**config.mk**
```make
export PLATFORM = sky130hd
export DESIGN_NAME = partition_core_packer
export DESIGN_NICKNAME = d
export VERILOG_FILES = /design/src/design/pcp_pkg.sv /design/src/design/partition_core_packer.sv /design/src/design/pcp_cell.sv
export VERILOG_INCLUDE_DIRS = /design/src /design/src/design
export SDC_FILE = /design/constraint.sdc
export NUM_CORES = 1
export LEC_CHECK = 0
export BUFFER_PORTS_ARGS = -buffer_cell sky130_fd_sc_hd__buf_2
export CAP_MARGIN = 40
export CORE_ASPECT_RATIO = 1.75
export CORE_MARGIN = 2
export CORE_UTILIZATION = 68
export DETAILED_ROUTE_END_ITERATION = 16
export GPL_TIMING_DRIVEN = 0
export HOLD_SLACK_MARGIN = 0.06
export PLACE_DENSITY = 0.86
export SYNTH_ARGS = -nofsm -noshare
export SYNTH_HDL_FRONTEND = slang
export SYNTH_SLANG_ARGS = --single-unit
```
**constraint.sdc**
```tcl
create_clock -name aclk -period 6.55 [get_ports aclk]
set_input_delay 0.3275 -clock aclk [delete_from_list [all_inputs] [get_ports aclk]]
set_output_delay 0.3275 -clock aclk [all_outputs]
set_load 0.02 [all_outputs]
```
**src/design/partition_core_packer_assert.svh**
```systemverilog
// Assertion macros for the partition core packer.
// Used by the top level; clocked on the given clock, disabled while reset is low.
`ifndef PARTITION_CORE_PACKER_ASSERT_SVH
`define PARTITION_CORE_PACKER_ASSERT_SVH

// Same-cycle implication.
`define PCP_ASSERT_NOW(lbl, clk, rstn, ante, cons) \
    lbl: assert property (@(posedge clk) disable iff (!rstn) (ante) |-> (cons)) \
        else $error("pcp check failed");

// Next-cycle implication.
`define PCP_ASSERT_NEXT(lbl, clk, rstn, ante, cons) \
    lbl: assert property (@(posedge clk) disable iff (!rstn) (ante) |=> (cons)) \
        else $error("pcp check failed");

`endif

```
**src/design/pcp_pkg.sv**
```systemverilog
// Shared types and constants for the partition core packer.
// No dependencies; imported by pcp_cell, partition_core_packer and the testbench.
package pcp_pkg;

    localparam int PCP_CORES = 4;
    localparam int LOAD_W    = 17;
    localparam int ID_W      = 8;

    localparam logic [LOAD_W:0] FULL_LOAD = 18'd65536;

    localparam logic [1:0] FIT_FIRST = 2'd0;
    localparam logic [1:0] FIT_BEST  = 2'd1;
    localparam logic [1:0] FIT_WORST = 2'd2;

    localparam logic KIND_CLEAR = 1'b0;
    localparam logic KIND_PLACE = 1'b1;

    // Request token walking down the cell chain.
    typedef struct packed {
        logic              valid;
        logic              kind;
        logic [1:0]        mode;
        logic [ID_W-1:0]   task_id;
        logic [LOAD_W-1:0] task_load;
        logic              pick_valid;
        logic [LOAD_W-1:0] pick_load;
    } tok_t;

    // Broadcast from the end of the chain back to every cell.
    typedef struct packed {
        logic              clear;
        logic              add;
        logic [LOAD_W-1:0] load;
    } commit_t;

endpackage

```
**src/design/partition_core_packer.sv**
```systemverilog
// Top level of the partition core packer: input/output streams, fit mode register,
// cell chain and result register. Depends on pcp_pkg, pcp_cell and the assert header.
//
// Usage:
//   s_ channel: one request per transfer. s_tuser is kind (0 clear, 1 place);
//   s_tdata holds task_id and task_load. m_ channel returns one result per request.
//   cfg channel writes fit_mode (0 first, 1 best, 2 worst, 3 acts as first);
//   write it only while no request is in flight.
// Flow:
//   A request walks the chain of CORES cells, one cell per cycle, each cell
//   judging its own core. Once the last cell has registered it, the pick is
//   committed and the result is registered, raising m_tvalid. One request is in
//   flight at a time, so a new request is taken only after the last one has
//   been committed.
// Reset:
//   aresetn low clears all core loads, fit_mode to first-fit, and empties the
//   chain and the result register.
// Stall:
//   While m_tready is low with a result waiting, a finished request holds at
//   the end of the chain and s_tready stays low; nothing is dropped.
module partition_core_packer
    import pcp_pkg::*;
#(
    parameter int CORES = PCP_CORES
) (
    input  logic        aclk,
    input  logic        aresetn,
    input  logic        cfg_valid,
    output logic        cfg_ready,
    input  logic [1:0]  cfg_data,   // fit_mode
    input  logic        s_tvalid,
    output logic        s_tready,
    input  logic [31:0] s_tdata,    // [7:0] task_id, [24:8] task_load, rest zero
    input  logic        s_tuser,    // kind
    output logic        m_tvalid,
    input  logic        m_tready,
    output logic [15:0] m_tdata,    // [7:0] placed_task, [9:8] chosen_core, rest zero
    output logic        m_tuser     // schedulable
);

    `include "partition_core_packer_assert.svh"

    localparam int IDX_W = (CORES > 1) ? $clog2(CORES) : 1;

    logic [1:0]       fit_mode_reg;
    logic             busy_reg, busy_next;
    logic             m_valid_reg, m_valid_next;
    logic [ID_W-1:0]  placed_reg;
    logic [1:0]       chosen_reg;
    logic             sched_reg;

    tok_t             tok   [CORES+1];
    logic [IDX_W-1:0] idx   [CORES+1];
    logic [CORES-1:0] tok_valid;
    commit_t          commit;
    logic             accept, fire, hold;
    tok_t             tail;
    logic [IDX_W-1:0] tail_idx;

    assign cfg_ready = 1'b1;
    assign s_tready  = !busy_reg;
    assign accept    = s_tvalid && s_tready;

    always_comb begin
        tok[0].valid      = accept;
        tok[0].kind       = s_tuser;
        tok[0].mode       = fit_mode_reg;
        tok[0].task_id    = s_tdata[7:0];
        tok[0].task_load  = s_tdata[24:8];
        tok[0].pick_valid = 1'b0;
        tok[0].pick_load  = '0;
        idx[0]            = '0;
    end

    assign tail     = tok[CORES];
    assign tail_idx = idx[CORES];
    assign fire     = tail.valid && (!m_valid_reg || m_tready);
    assign hold     = tail.valid && !fire;

    always_comb begin
        commit.clear = fire && tail.kind == KIND_CLEAR;
        commit.add   = fire && tail.kind == KIND_PLACE && tail.pick_valid;
        commit.load  = tail.task_load;
    end

    for (genvar i = 0; i < CORES; i++) begin : g_cell
        pcp_cell #(
            .IDX_W (IDX_W),
            .INDEX (i)
        ) u_cell (
            .aclk       (aclk),
            .aresetn    (aresetn),
            .hold       (hold),
            .tok_in     (tok[i]),
            .idx_in     (idx[i]),
            .commit     (commit),
            .commit_idx (tail_idx),
            .tok_out    (tok[i+1]),
            .idx_out    (idx[i+1])
        );
        assign tok_valid[i] = tok[i+1].valid;
    end

    always_comb begin
        busy_next = busy_reg;
        if (accept) begin
            busy_next = 1'b1;
        end else if (fire) begin
            busy_next = 1'b0;
        end
        m_valid_next = m_valid_reg;
        if (fire) begin
            m_valid_next = 1'b1;
        end else if (m_tready) begin
            m_valid_next = 1'b0;
        end
    end

    always_ff @(posedge aclk) begin
        if (!aresetn) begin
            fit_mode_reg <= FIT_FIRST;
            busy_reg     <= 1'b0;
            m_valid_reg  <= 1'b0;
        end else begin
            if (cfg_valid && cfg_ready) begin
                fit_mode_reg <= cfg_data;
            end
            busy_reg    <= busy_next;
            m_valid_reg <= m_valid_next;
        end
    end

    always_ff @(posedge aclk) begin
        if (fire) begin
            placed_reg <= tail.task_id;
            if (commit.add) begin
                chosen_reg <= 2'(tail_idx);
                sched_reg  <= 1'b1;
            end else begin
                chosen_reg <= 2'd0;
                sched_reg  <= 1'b0;
            end
        end
    end

    assign m_tvalid = m_valid_reg;
    assign m_tdata  = {6'd0, chosen_reg, placed_reg};
    assign m_tuser  = sched_reg;

    // At most one request walks the chain, and busy tracks it exactly.
    `PCP_ASSERT_NOW(a_one_token, aclk, aresetn, 1'b1, $onehot0(tok_valid))
    `PCP_ASSERT_NOW(a_busy_match, aclk, aresetn, 1'b1, busy_reg == (|tok_valid))
    // A clear request never collects a pick.
    `PCP_ASSERT_NOW(a_clear_nopick, aclk, aresetn,
                    tail.valid && tail.kind == KIND_CLEAR, !tail.pick_valid)
    // A commit always leaves a result waiting.
    `PCP_ASSERT_NEXT(a_fire_out, aclk, aresetn, fire, m_tvalid)

endmodule

```
**src/design/pcp_cell.sv**
```systemverilog
// One core of the packer: holds the core load and refines the pick of a passing request.
// Depends on pcp_pkg.
module pcp_cell
    import pcp_pkg::*;
#(
    parameter int IDX_W = 2,
    parameter int INDEX = 0
) (
    input  logic             aclk,
    input  logic             aresetn,
    input  logic             hold,
    input  tok_t             tok_in,
    input  logic [IDX_W-1:0] idx_in,
    input  commit_t          commit,
    input  logic [IDX_W-1:0] commit_idx,
    output tok_t             tok_out,
    output logic [IDX_W-1:0] idx_out
);

    logic [LOAD_W-1:0] load_reg, load_next;
    tok_t              tok_reg, tok_next;
    logic [IDX_W-1:0]  idx_reg, idx_next;
    logic              fits, better, take;

    always_comb begin
        fits = ({1'b0, load_reg} + {1'b0, tok_in.task_load}) <= FULL_LOAD;
        better = !tok_in.pick_valid
              || (tok_in.mode == FIT_BEST  && load_reg > tok_in.pick_load)
              || (tok_in.mode == FIT_WORST && load_reg < tok_in.pick_load);
        take = tok_in.valid && tok_in.kind == KIND_PLACE && fits && better;

        tok_next = tok_in;
        idx_next = idx_in;
        if (take) begin
            tok_next.pick_valid = 1'b1;
            tok_next.pick_load  = load_reg;
            idx_next            = IDX_W'(INDEX);
        end

        load_next = load_reg;
        if (commit.clear) begin
            load_next = '0;
        end else if (commit.add && commit_idx == IDX_W'(INDEX)) begin
            load_next = load_reg + commit.load;
        end
    end

    always_ff @(posedge aclk) begin
        if (!aresetn) begin
            load_reg <= '0;
            tok_reg  <= '0;
            idx_reg  <= '0;
        end else begin
            load_reg <= load_next;
            // Advance the request unless the chain end is stalled.
            if (!hold) begin
                tok_reg <= tok_next;
                idx_reg <= idx_next;
            end
        end
    end

    assign tok_out = tok_reg;
    assign idx_out = idx_reg;

endmodule

```
Word-level counts from Yosys, hierarchy flattened
Index checks and enable logic that the tools add are counted.
{ "classes": {"add_sub_neg": 8, "magnitude_cmp": 10, "eq_ne": 9, "n_mux": 12, "n_bitwise": 2, "reduce_logical": 44} }
{ "op_table": {"columns": ["cell", "n"], "rows": [
  ["17-bit by 17-bit adder with 18-bit output", 4],
  ["18-bit by 17-bit less-or-equal comparator with 1-bit output (second input constant)", 4],
  ["18-bit two-way mux", 4],
  ["17-bit adder", 4],
  ["17-bit greater-than comparator", 3],
  ["17-bit less-than comparator", 3],
  ["1-bit logical AND", 27],
  ["2-bit equality test (second input constant)", 5],
  ["2-bit by 1-bit equality test with 1-bit output (second input constant)", 4],
  ["1-bit logical OR", 7],
  ["1-bit logical NOT", 6],
  ["1-bit two-way mux", 6],
  ["2-bit two-way mux", 2],
  ["2-bit nonzero test", 2],
  ["2-bit logical NOT", 1],
  ["1-bit NOT", 2],
  ["2-bit OR reduction", 1]
]} }
{ "word_totals": {"ff_bits": 258, "out_inout_bits": 20} }

Longest topological paths before layout
Gate-level depths: netlist of run 1.
{ "logic_depth": {"ltp_word": 6, "depth_mapped": 13, "mapped_depth_nobuf": 12} }

Hierarchy
From an unflattened synthesis of run 1, not the netlist that was laid out.
{ "hier_totals": {"hier_cells": 2281, "area_unflattened_um2": 19546.2} }
{ "by_module_without_submodules": {"columns": ["mod", "n_inst", "cells_per_inst", "area_per_inst_um2", "seq_area_each_um2"], "rows": [
  ["pcp_cell (g_cell[1].u_cell)", 1, 577, 4929.7, 1321.3],
  ["pcp_cell (g_cell[0].u_cell)", 1, 549, 4713.3, 1321.3],
  ["pcp_cell (g_cell[3].u_cell)", 1, 549, 4692.0, 1321.3],
  ["pcp_cell (g_cell[2].u_cell)", 1, 562, 4591.9, 1321.3],
  ["partition_core_packer", 1, 44, 619.3, 410.4]
]} }

Worst setup path after synthesis of run 1
Ideal clock, no wire load.
{ "synth_path": {"kind": "reg-to-reg", "start": "register g_cell[1].u_cell.load_reg[0]", "end": "register g_cell[1].u_cell.tok_reg, in the netlist g_cell[1].u_cell.tok_out[10]", "t_arrival_ns": 2.878, "setup_slack_ns": 3.536, "path_stages_with_launch": 14, "period_less_slack_ns": 3.014, "cell_sequence": "dfxtp_1 -> ha_1 -> fa_1 -> xor2_1 -> a211o_1 -> a311oi_1 -> nand4_1 -> nor4_1 -> o2111ai_1 -> o31a_1 -> buf_6 -> buf_6 -> o31ai_1 -> a31oi_1"} }
{ "synth_between": {"elab_chain_cells": 6, "elab_cells_between_ends": 11} }
{ "synth_lines": {"columns": ["item", "line", "rtl"], "rows": [
  ["start: declaration", "pcp_cell.sv:20", "logic [LOAD_W-1:0] load_reg, load_next;"],
  ["start signal: assignment", "pcp_cell.sv:54", "load_reg <= load_next;"],
  ["parallel branches: the longest is 4 deep, another holds 17-bit by 17-bit adder with 18-bit output", null, null],
  ["1-bit logical AND *", "pcp_cell.sv:30", "take = tok_in.valid && tok_in.kind == KIND_PLACE && fits && better;"],
  ["18-bit two-way mux *", "pcp_cell.sv:34", "if (take) begin"],
  ["end signal: assignment", "pcp_cell.sv:57", "tok_reg <= tok_next;"],
  ["end: declaration", "pcp_cell.sv:21", "tok_t tok_reg, tok_next;"]
]} }
Every way passes the cells marked *.
A chain may end at the register's enable or synchronous reset.

Final worst setup path of run 1
{ "layout_path": {"start": "register g_cell[2].u_cell.load_reg[1]", "end": "register g_cell[2].u_cell.tok_reg, in the netlist g_cell[2].u_cell.tok_out[14]"} }
{ "layout_between": {"elab_chain_cells": 6, "elab_cells_between_ends": 11} }
{ "layout_lines": {"columns": ["item", "line"], "rows": [
  ["start: declaration", "pcp_cell.sv:20"],
  ["start signal: assignment", "pcp_cell.sv:54"],
  ["parallel branches: the longest is 4 deep, another holds 17-bit by 17-bit adder with 18-bit output", null],
  ["1-bit logical AND *", "pcp_cell.sv:30"],
  ["18-bit two-way mux *", "pcp_cell.sv:34"],
  ["end signal: assignment", "pcp_cell.sv:57"],
  ["end: declaration", "pcp_cell.sv:21"]
]} }
Marked as above.

==> results of run 1 <==
## cell families after synthesis
logic type	Yosys count	share of synthesized area
buffers and inverters	219	0.0531
AND/OR/NAND/NOR	737	0.194
XOR/XNOR	74	0.0380
flip-flops	257	0.308
adder cells (fa/ha/maj)	191	0.144
multiplexers	18	0.0107
AO/OA/AOI/OAI	672	0.252
other	2	0.000440
## per-layer routing
layer / track usage / routed length, µm / part of all wire / up-vias
met5: 0 / 12 / 0.00021 / -
met4: 0.418 / 6920 / 0.12 / 2
met3: 0.0870 / 4370 / 0.077 / 335
met2: 0.735 / 26700 / 0.47 / 807
met1: 0.434 / 18900 / 0.33 / 7864
li1: - / - / - / 7986
## worst paths after layout
kind                                        to                    startpoint
hold / removal    g_cell[0].u_cell.tok_out[19]                    s_tdata[9]
setup reg to reg  g_cell[2].u_cell.tok_out[14]  g_cell[2].u_cell.load_reg[1]
hold reg to reg                  placed_reg[4]  g_cell[3].u_cell.tok_out[39]
setup / recovery  g_cell[2].u_cell.tok_out[14]  g_cell[2].u_cell.load_reg[1]
## cell type report
class | count | area share
multi-input combinational | 1699 | 0.582
sequential | 257 | 0.280
clock buffer | 32 | 0.0380
buffer | 111 | 0.0267
timing repair buffer | 68 | 0.0243
inverter | 108 | 0.0216
tap | 312 | 0.0208
clock inverter | 12 | 0.00693
## cell usage after synthesis, types with 10 or more instances
master,n,share of area
edfxtp_1,11,0.019
buf_4,13,0.0057
o211ai_1,11,0.0048
o21ai_0,114,0.033
a211oi_1,21,0.0092
nor3_1,40,0.012
and2_1,10,0.0037
xnor2_1,55,0.028
a21oi_1,258,0.076
and3_1,14,0.0051
a21o_1,40,0.018
o21a_1,18,0.0079
nand2_1,410,0.090
nand3_1,33,0.0097
mux2i_1,16,0.0094
a221oi_1,11,0.0056
inv_1,108,0.024
dfxtp_1,246,0.29
nor2b_1,27,0.0099
or2_2,11,0.0040
nand4_1,36,0.013
clkbuf_1,82,0.018
nand2b_1,14,0.0051
a31oi_1,54,0.020
xor2_1,19,0.0097
nor2_1,97,0.021
o31ai_1,26,0.011
ha_1,183,0.13
a211o_1,12,0.0062
## metrics by stage
stage / cell area [µm²] / power, mW
after detailed placement: 17700 / 1.87
after floorplan: 17100 / 1.80
final: 18800 / 3.36
after global routing: 18800 / 3.43
after global placement: 17700 / 1.86
after CTS: 18800 / 3.35
## report_power, final
part           internal (mW)  switching, mW  total, mW
registers               1.60         0.0330       1.63
logic                 0.0857          0.138      0.224
clock network          0.854          0.646       1.50
total                   2.54          0.817       3.36
## worst register-to-register path, cell delays in order, from the launching register on
cell	delay (ns)
dfxtp_1	0.61
ha_1	0.34
a211oi_1	0.27
o21bai_1	0.18
a211oi_1	0.54
o31ai_2	0.20
a31o_1	0.30
xnor2_1	0.16
a31oi_2	0.41
clkbuf_1	0.40
o21ai_0	0.21
a221oi_2	0.24
==> out/metrics.csv, run 1 <==
metric,value,unit
status,finished clean,
Max Freq,252,MHz
RSZ-0062 raised after global routing,no,
Least-Margin Pin Slew,0.836,ns
Hold Buf Count CTS,23,
Placed Cells,2532,
Levels on crit path,11,
post-CTS setup buffer count,0,
"commonest cells after routing, fill and taps aside","nand2_1 (410), a21oi_1 (258), dfxtp_1 (246), ha_1 (183), o21ai_0 (114)",
total length of routed wires,56900,µm
final hold violation count,0,
Detailed Place HPWL,43600,µm
Crit-path slowest cell,dfxtp_1,
Fillers,1911,
FP Rows,76,
vias in the first global route,16700,
"commonest non-fill, non-tap cell in the layout",nand2_1,
Final Non-Filler Cells,2599,
R2R depth,11,
final core occ,0.762,
CP cell instances,"ha_1, a211oi_1, o21bai_1, a211oi_1, o31ai_2, a31o_1, xnor2_1, a31oi_2, clkbuf_1, o21ai_0, a221oi_2",
number of buffers inserted by port buffering,45,
RePlAce Congestion,0.994,
Critical Path AT,4.43,ns
Die Height,214,µm
diodes inserted,0,
Worst-Skew Late Latency,0.55,ns
Fin Setup TNS,0,ns
Worst EP required,7.01,ns
max reg flops,169,
synth warn,0,
worst hold path cell count,3,
Tmin final,3.97,ns
Critical Path End Type,flip-flop,
cell mode on critical path,a211oi_1,
post-CTS sizing,0,
crit path buf inv count,1,
vias per cell,6.54,
pwr/cell area,179,nW/µm²
I/O pin cnt,60,
Max IR drop VDD,192,µV
initial antenna violation count,1,
"CP delay by family, top",compound AO/OA/AOI/OAI gates,
largest fanout on the critical path,10,
Reg area,5260,µm²
Max clock buf depth,3,
Unique masters post-synth,86,
global-route wire length before repair,87700,µm
post-route ant nets,0,
critical path startpoint category,flip-flop,
"reg-to-reg slack, setup",2.58,ns
ys async rst share,0,
final worst path period share,0.606,
maxcap violations,0,
gr ovfl total,0,
final hold slack,0.0869,ns
syn avg cell area,7.87,µm²
sequential share of the synthesized area,0.308,
largest net degree at the start of global routing,18,
layout cells sized above 1,0.0643,
number of synthesized flops with an enable pin,11,
Syn Inst Count,2170,
Initial Utilization,0.693,
CTS Sinks,257,
"slowest stage delay, CP",0.61,ns
Post-Syn Area,17100,µm²
CTS tree,built,
DP Worst Slack,2.72,ns
multi-input logic area,10900,µm²
die area,26400,µm²
clock root cell,clkbuf_16,
ys flop type,dfxtp_1,
CTS Buf Count,24,
Post-route DRC,0,
gr usage total,0.435,
fin. max-slew vios,0,
Area growth syn-to-layout,10.0,%
Slew headroom,0.439,
final setup margin,2.58,ns
area of the core,24600,µm²
DR pass1 iterations,6,
CP Class,flip-flop to flip-flop,
Final setup viols,0,
Layout Skew,0.0223,ns
clock transition at the registers of the reported paths,0.07,ns
H-tree depth,1,
Min-Delay Path Class,input pin to flip-flop,
static leakage power,7.70,nW
Die W,124,µm
Routed WL per cell,21.9,µm
via count,17000,
Synth Register Bits,257,
initial drt markers,1438,
layout net count,2500,
(Power assumes the default switching activity.)
==> run 2: changes to the inputs <==
Settings changed: CORE_UTILIZATION 68 to 63, PLACE_DENSITY 0.86 to 0.81.
Clock period 6.55 ns to 4.1 ns, I/O delays scaled along.
==> run 2 against run 1 <==
- via count fell by 1.5%
- die area rose by 7.7%
- cell count rose by 0.81%
- first-iteration DRC count fell by 15%
- largest cell class unchanged
- sequential power rose by 60%
- clock skew fell by 0.0077 ns
- global-route usage fell by 4.3 points
- setup slack got worse by 2.3 ns
- combinational power rose by 63%
- largest power group unchanged
- total power rose by 57%
==> out/metrics.csv, run 2 (same netlist as run 1, synthesis figures left out) <==
metric,value,unit
R2R depth,11,
worst hold path cell count,3,
"CP delay by family, top",compound AO/OA/AOI/OAI gates,
"slowest stage delay, CP",0.63,ns
"commonest non-fill, non-tap cell in the layout",nand2_1,
die area,28500,µm²
Die W,128,µm
diodes inserted,0,
Crit-path slowest cell,dfxtp_1,
RePlAce Congestion,0.971,
largest fanout on the critical path,10,
pwr/cell area,280,nW/µm²
CP Class,flip-flop to flip-flop,
hold path start,s_tvalid,
H-tree depth,1,
initial antenna violation count,0,
CTS Sinks,257,
total length of routed wires,56300,µm
post-CTS setup buffer count,0,
Initial Utilization,0.642,
gr ovfl total,0,
Pint,3.98,mW
WHS Endpoint,busy_reg,
part of the power in registers,0.495,
Detailed Place HPWL,43900,µm
maxcap violations,0,
initial drt markers,1217,
FP Rows,79,
GR Util met2,0.668,
final setup margin,0.242,ns
Clock power frac,0.436,
DR pass1 iterations,8,
Layout Skew,0.0146,ns
fin. max-slew vios,0,
sw frac,0.245,
final hold violation count,0,
Post-route DRC,0,
CP cell instances,"ha_1, a211oi_1, o21bai_1, a211oi_1, o31ai_2, a31o_1, xnor2_1, a31oi_2, clkbuf_1, o21ai_0, a221oi_2",
global-route wire length before repair,86600,µm
met1 Use GR,0.399,
vias per cell,6.39,
vias in the first global route,16400,
post-route ant nets,0,
CTS tree,built,
Fin Setup TNS,0,ns
Worst-Skew Late Latency,0.54,ns
RSZ-0062 raised after global routing,no,
Worst EP required,4.56,ns
"commonest cells after routing, fill and taps aside","nand2_1 (410), a21oi_1 (258), dfxtp_1 (246), ha_1 (183), o21ai_0 (114)",
layout cells sized above 1,0.0627,
Fillers,2254,
final worst path period share,0.941,
Max IR drop VDD,292,µV
Net Switching,1.29,mW
Tmin final,3.86,ns
crit path buf inv count,1,
via count,16700,
Least-Margin Pin Slew,0.962,ns
CTS Buf Count,24,
GR Layer Usage met3,0.0449,
layout net count,2509,
gr usage total,0.392,
DP Worst Slack,0.286,ns
I/O pin cnt,60,
Die Height,222,µm
global routing's busiest layer,met2,
r2r endpoint,g_cell[2].u_cell.tok_out[14],
static leakage power,7.71,nW
clock transition at the registers of the reported paths,0.07,ns
Max clock buf depth,3,
worst r2r src,g_cell[2].u_cell.load_reg[1],
Critical Path AT,4.32,ns
"reg-to-reg slack, setup",0.24,ns
multi-input logic area,10900,µm²
critical path startpoint category,flip-flop,
clock root cell,clkbuf_16,
final hold slack,0.0964,ns
Max Freq,259,MHz
combinational fraction of design power,0.069,
Slew headroom,0.355,
status,finished clean,
largest net degree at the start of global routing,17,
Critical Path End Type,flip-flop,
cell mode on critical path,a211oi_1,
Routed WL per cell,21.5,µm
Min-Delay Path Class,input pin to flip-flop,
Reg area,5260,µm²
max reg flops,169,
number of buffers inserted by port buffering,45,
Area growth syn-to-layout,10.4,%
area of the core,26600,µm²
Final setup viols,0,
run 2: metal layers:
metal	vias to the layer above	wire (µm)
li1	7992	-
met1	7789	19400
met2	679	26900
met3	284	3000
met4	0	7000
met5	-	0
run 2: area by class of cell:
cell class              instances  share of cell area
clock inverters                13             0.00644
clock buffers                  31              0.0355
multi-input cells            1699               0.580
well taps                     324              0.0215
plain buffers                 111              0.0266
inverters                     108              0.0215
flip-flops and latches        257               0.279
repair buffers                 77              0.0290
run 2: how the worst max path moves through the flow:
stage,from,end,depth (start not counted)
6_report,g_cell[2].u_cell.load_reg[1],g_cell[2].u_cell.tok_out[14],11
5_1_grt,g_cell[0].u_cell.load_reg[0],g_cell[0].u_cell.tok_out[12],12
4_1_cts,g_cell[0].u_cell.load_reg[0],g_cell[0].u_cell.tok_out[12],12
3_5_place_dp,g_cell[0].u_cell.load_reg[0],g_cell[0].u_cell.tok_out[12],12
3_3_place_gp,g_cell[2].u_cell.load_reg[1],g_cell[2].u_cell.tok_out[9],11
2_1_floorplan,g_cell[1].u_cell.load_reg[0],g_cell[1].u_cell.tok_out[10],13
run 2: power by group through the flow:
stage | clock, mW | sequential, mW | combinational [mW]
after floorplan | 0 | 2.64 | 0.235
after global placement | 0 | 2.66 | 0.321
after detailed placement | 0 | 2.66 | 0.328
after CTS | 2.31 | 2.60 | 0.355
after global routing | 2.40 | 2.61 | 0.399
final | 2.30 | 2.61 | 0.364
run 2: per-stage QoR:
step | std cells | util | cell area (µm²) | power, mW
after global routing | 2620 | 0.708 | 18800 | 5.41
after CTS | 2620 | 0.708 | 18800 | 5.26
after floorplan | 2175 | - | 17100 | 2.87
after detailed placement | 2544 | 0.666 | 17700 | 2.99
after global placement | 2544 | 0.666 | 17700 | 2.98
final | 2620 | 0.708 | 18800 | 5.27
run 2: what timing repair did:
item	in CTS	in global routing
endpoints found under the setup margin	0	4
resized for setup	0	2
hold buffers	32	0
endpoints found under the hold margin	31	0
run 2: worst reg2reg max path, stage by stage (launching register included):
cell,delay (ns)
dfxtp_1,0.63
ha_1,0.35
a211oi_1,0.24
o21bai_1,0.16
a211oi_1,0.51
o31ai_2,0.19
a31o_1,0.28
xnor2_1,0.15
a31oi_2,0.40
clkbuf_1,0.41
o21ai_0,0.20
a221oi_2,0.25
==> run 3: changes to the inputs <==
Settings changed: CORE_UTILIZATION 63 to 65, CTS_BUF_LIST set to sky130_fd_sc_hd__clkbuf_8, PLACE_DENSITY 0.81 to unset, PLACE_DENSITY_LB_ADDON set to 0.15, SETUP_SLACK_MARGIN set to 0.02.
==> run 3 against run 2 <==
- flip-flop and latch count unchanged
- final area about the same
- non-clock buffer count increased by 4
- via count increased by 0.30%
- hold slack improved by 0.34 ns
- critical path type unchanged
- total power decreased by 3.8%
- core utilization increased by 2.0 points
- sequential share of layout area about the same
- largest cell class unchanged
- clock-buffer cell count increased by 18
- first-iteration DRC count decreased by 2.8%
- wire length decreased by 0.94%
==> out/metrics.csv, run 3 (same netlist as run 1, synthesis figures left out) <==
metric,value,unit
status,finished clean,
gr usage total,0.397,
max reg flops,169,
"slowest stage delay, CP",0.55,ns
static leakage power,7.78,nW
RSZ-0062 raised after global routing,no,
Critical Path End Type,flip-flop,
FP Rows,78,
"commonest non-fill, non-tap cell in the layout",nand2_1,
Die W,126,µm
I/O pin cnt,60,
largest fanout on the critical path,10,
initial drt markers,1183,
CTS Sinks,257,
die area,27600,µm²
Final setup viols,0,
clock root cell,clkbuf_8,
CTS tree,built,
Die Height,218,µm
CP Class,flip-flop to flip-flop,
gr ovfl total,0,
final worst path period share,0.949,
Final Non-Filler Cells,2647,
layout net count,2529,
via count,16800,
Max Freq,257,MHz
final hold violation count,0,
vias per cell,6.34,
DR pass1 iterations,5,
Area growth syn-to-layout,10.4,%
critical path startpoint category,flip-flop,
RePlAce Congestion,0.996,
total length of routed wires,55800,µm
vias in the first global route,16500,
post-route ant nets,0,
Layout Skew,0.0227,ns
Tmin final,3.89,ns
CTS Buf Count,40,
area of the core,25900,µm²
number of buffers inserted by port buffering,45,
CP cell instances,"ha_1, buf_2, a2111oi_0, o21ai_1, a211oi_1, o31ai_1, a21oi_1, xor2_1, a31oi_2, clkbuf_1, o21ai_0, a221oi_2",
final core occ,0.729,
pwr/cell area,269,nW/µm²
Worst EP required,4.57,ns
Max clock buf depth,3,
Slew headroom,0.343,
Crit-path slowest cell,dfxtp_1,
Post-route DRC,0,
initial antenna violation count,0,
"commonest cells after routing, fill and taps aside","nand2_1 (410), a21oi_1 (258), dfxtp_1 (246), ha_1 (183), inv_1 (122)",
layout cells sized above 1,0.0705,
Critical Path AT,4.37,ns
Routed WL per cell,21.1,µm
clock transition at the registers of the reported paths,0.06,ns
diodes inserted,0,
Least-Margin Pin Slew,0.980,ns
global-route wire length before repair,85100,µm
Max IR drop VDD,282,µV
H-tree depth,2,
Initial Utilization,0.660,
largest net degree at the start of global routing,13,
fin. max-slew vios,0,
maxcap violations,0,
Fin Setup TNS,0,ns
Detailed Place HPWL,44000,µm
Worst-Skew Late Latency,0.57,ns
Min-Delay Path Class,flip-flop to flip-flop,
Placed Cells,2540,
==> run 3: changes by cell type in the layout (fill, tap and decap cells not counted) <==
cell / delta
buf_4: +3
inv_6: -2
clkbuf_16: -25
dlygate4sd3_1: +1
bufinv_16: -2
clkbuf_1: -4
clkinv_2: -3
clkinvlp_4: +2
a2111oi_0: +1
inv_1: +14
a2111oi_1: -1
clkbuf_8: +47
==> run 3: final cells by class <==
| class | count | area, µm² |
|---|---|---|
| plain buffers | 111 | 502 |
| clock buffers | 49 | 674 |
| clock inverters | 22 | 96.3 |
| fillers | 2126 | 7020 |
| inverters | 108 | 405 |
| multi-input cells | 1699 | 10900 |
| flip-flops and latches | 257 | 5260 |
| well taps | 320 | 400 |
| repair buffers | 81 | 578 |
==> run 3: routing by layer <==
metal  GRT usage  part of all wire
met2       0.696              0.48
met1       0.393              0.34
met4       0.391              0.12
met3      0.0499             0.054
met5           0                 0
==> run 3: where the power goes <==
part           internal (mW)  total [mW]  switching (mW)
combinational          0.146       0.365           0.219
sequential              2.56        2.61          0.0513
clock                   1.08        2.09            1.01
==> run 3: repair_timing <==
action	in CTS	in global routing
setup endpoints to repair	0	10
hold buffers	33	0
resized for setup	0	1
buffers inserted	0	3
hold endpoints to repair	32	0
==> run 3: worst paths after layout <==
path / from / endpoint / slack [ns] / cells after the start
worst max-delay path: g_cell[2].u_cell.load_reg[4] / g_cell[2].u_cell.tok_out[9] / 0.21 / 12
worst min-delay path: g_cell[3].u_cell.tok_out[36] / placed_reg[1] / 0.43 / 0
worst max register to register: g_cell[2].u_cell.load_reg[4] / g_cell[2].u_cell.tok_out[9] / 0.21 / 12
worst min register to register: g_cell[3].u_cell.tok_out[36] / placed_reg[1] / 0.43 / 0
==> run 3: per-stage QoR <==
stage	total power, mW	hold WS (ns)	setup slack [ns]	cell area [µm²]
finish	5.07	0.432	0.209	18800
global route	5.21	0.442	0.0650	18800
CTS	5.06	0.423	0.244	18800
detailed placement	2.99	0.419	0.284	17700
global placement	2.98	0.413	0.355	17700
floorplan	2.87	0.343	1.09	17100
==> run 3: worst max-delay path, delay by kind of cell, from the launching register on <==
kind,cells,cell delay (ns)
xor+xnor,1,0.13
compound gates,8,2.23
fa+ha+maj,1,0.30
flops,1,0.55
buf+inv,2,0.57
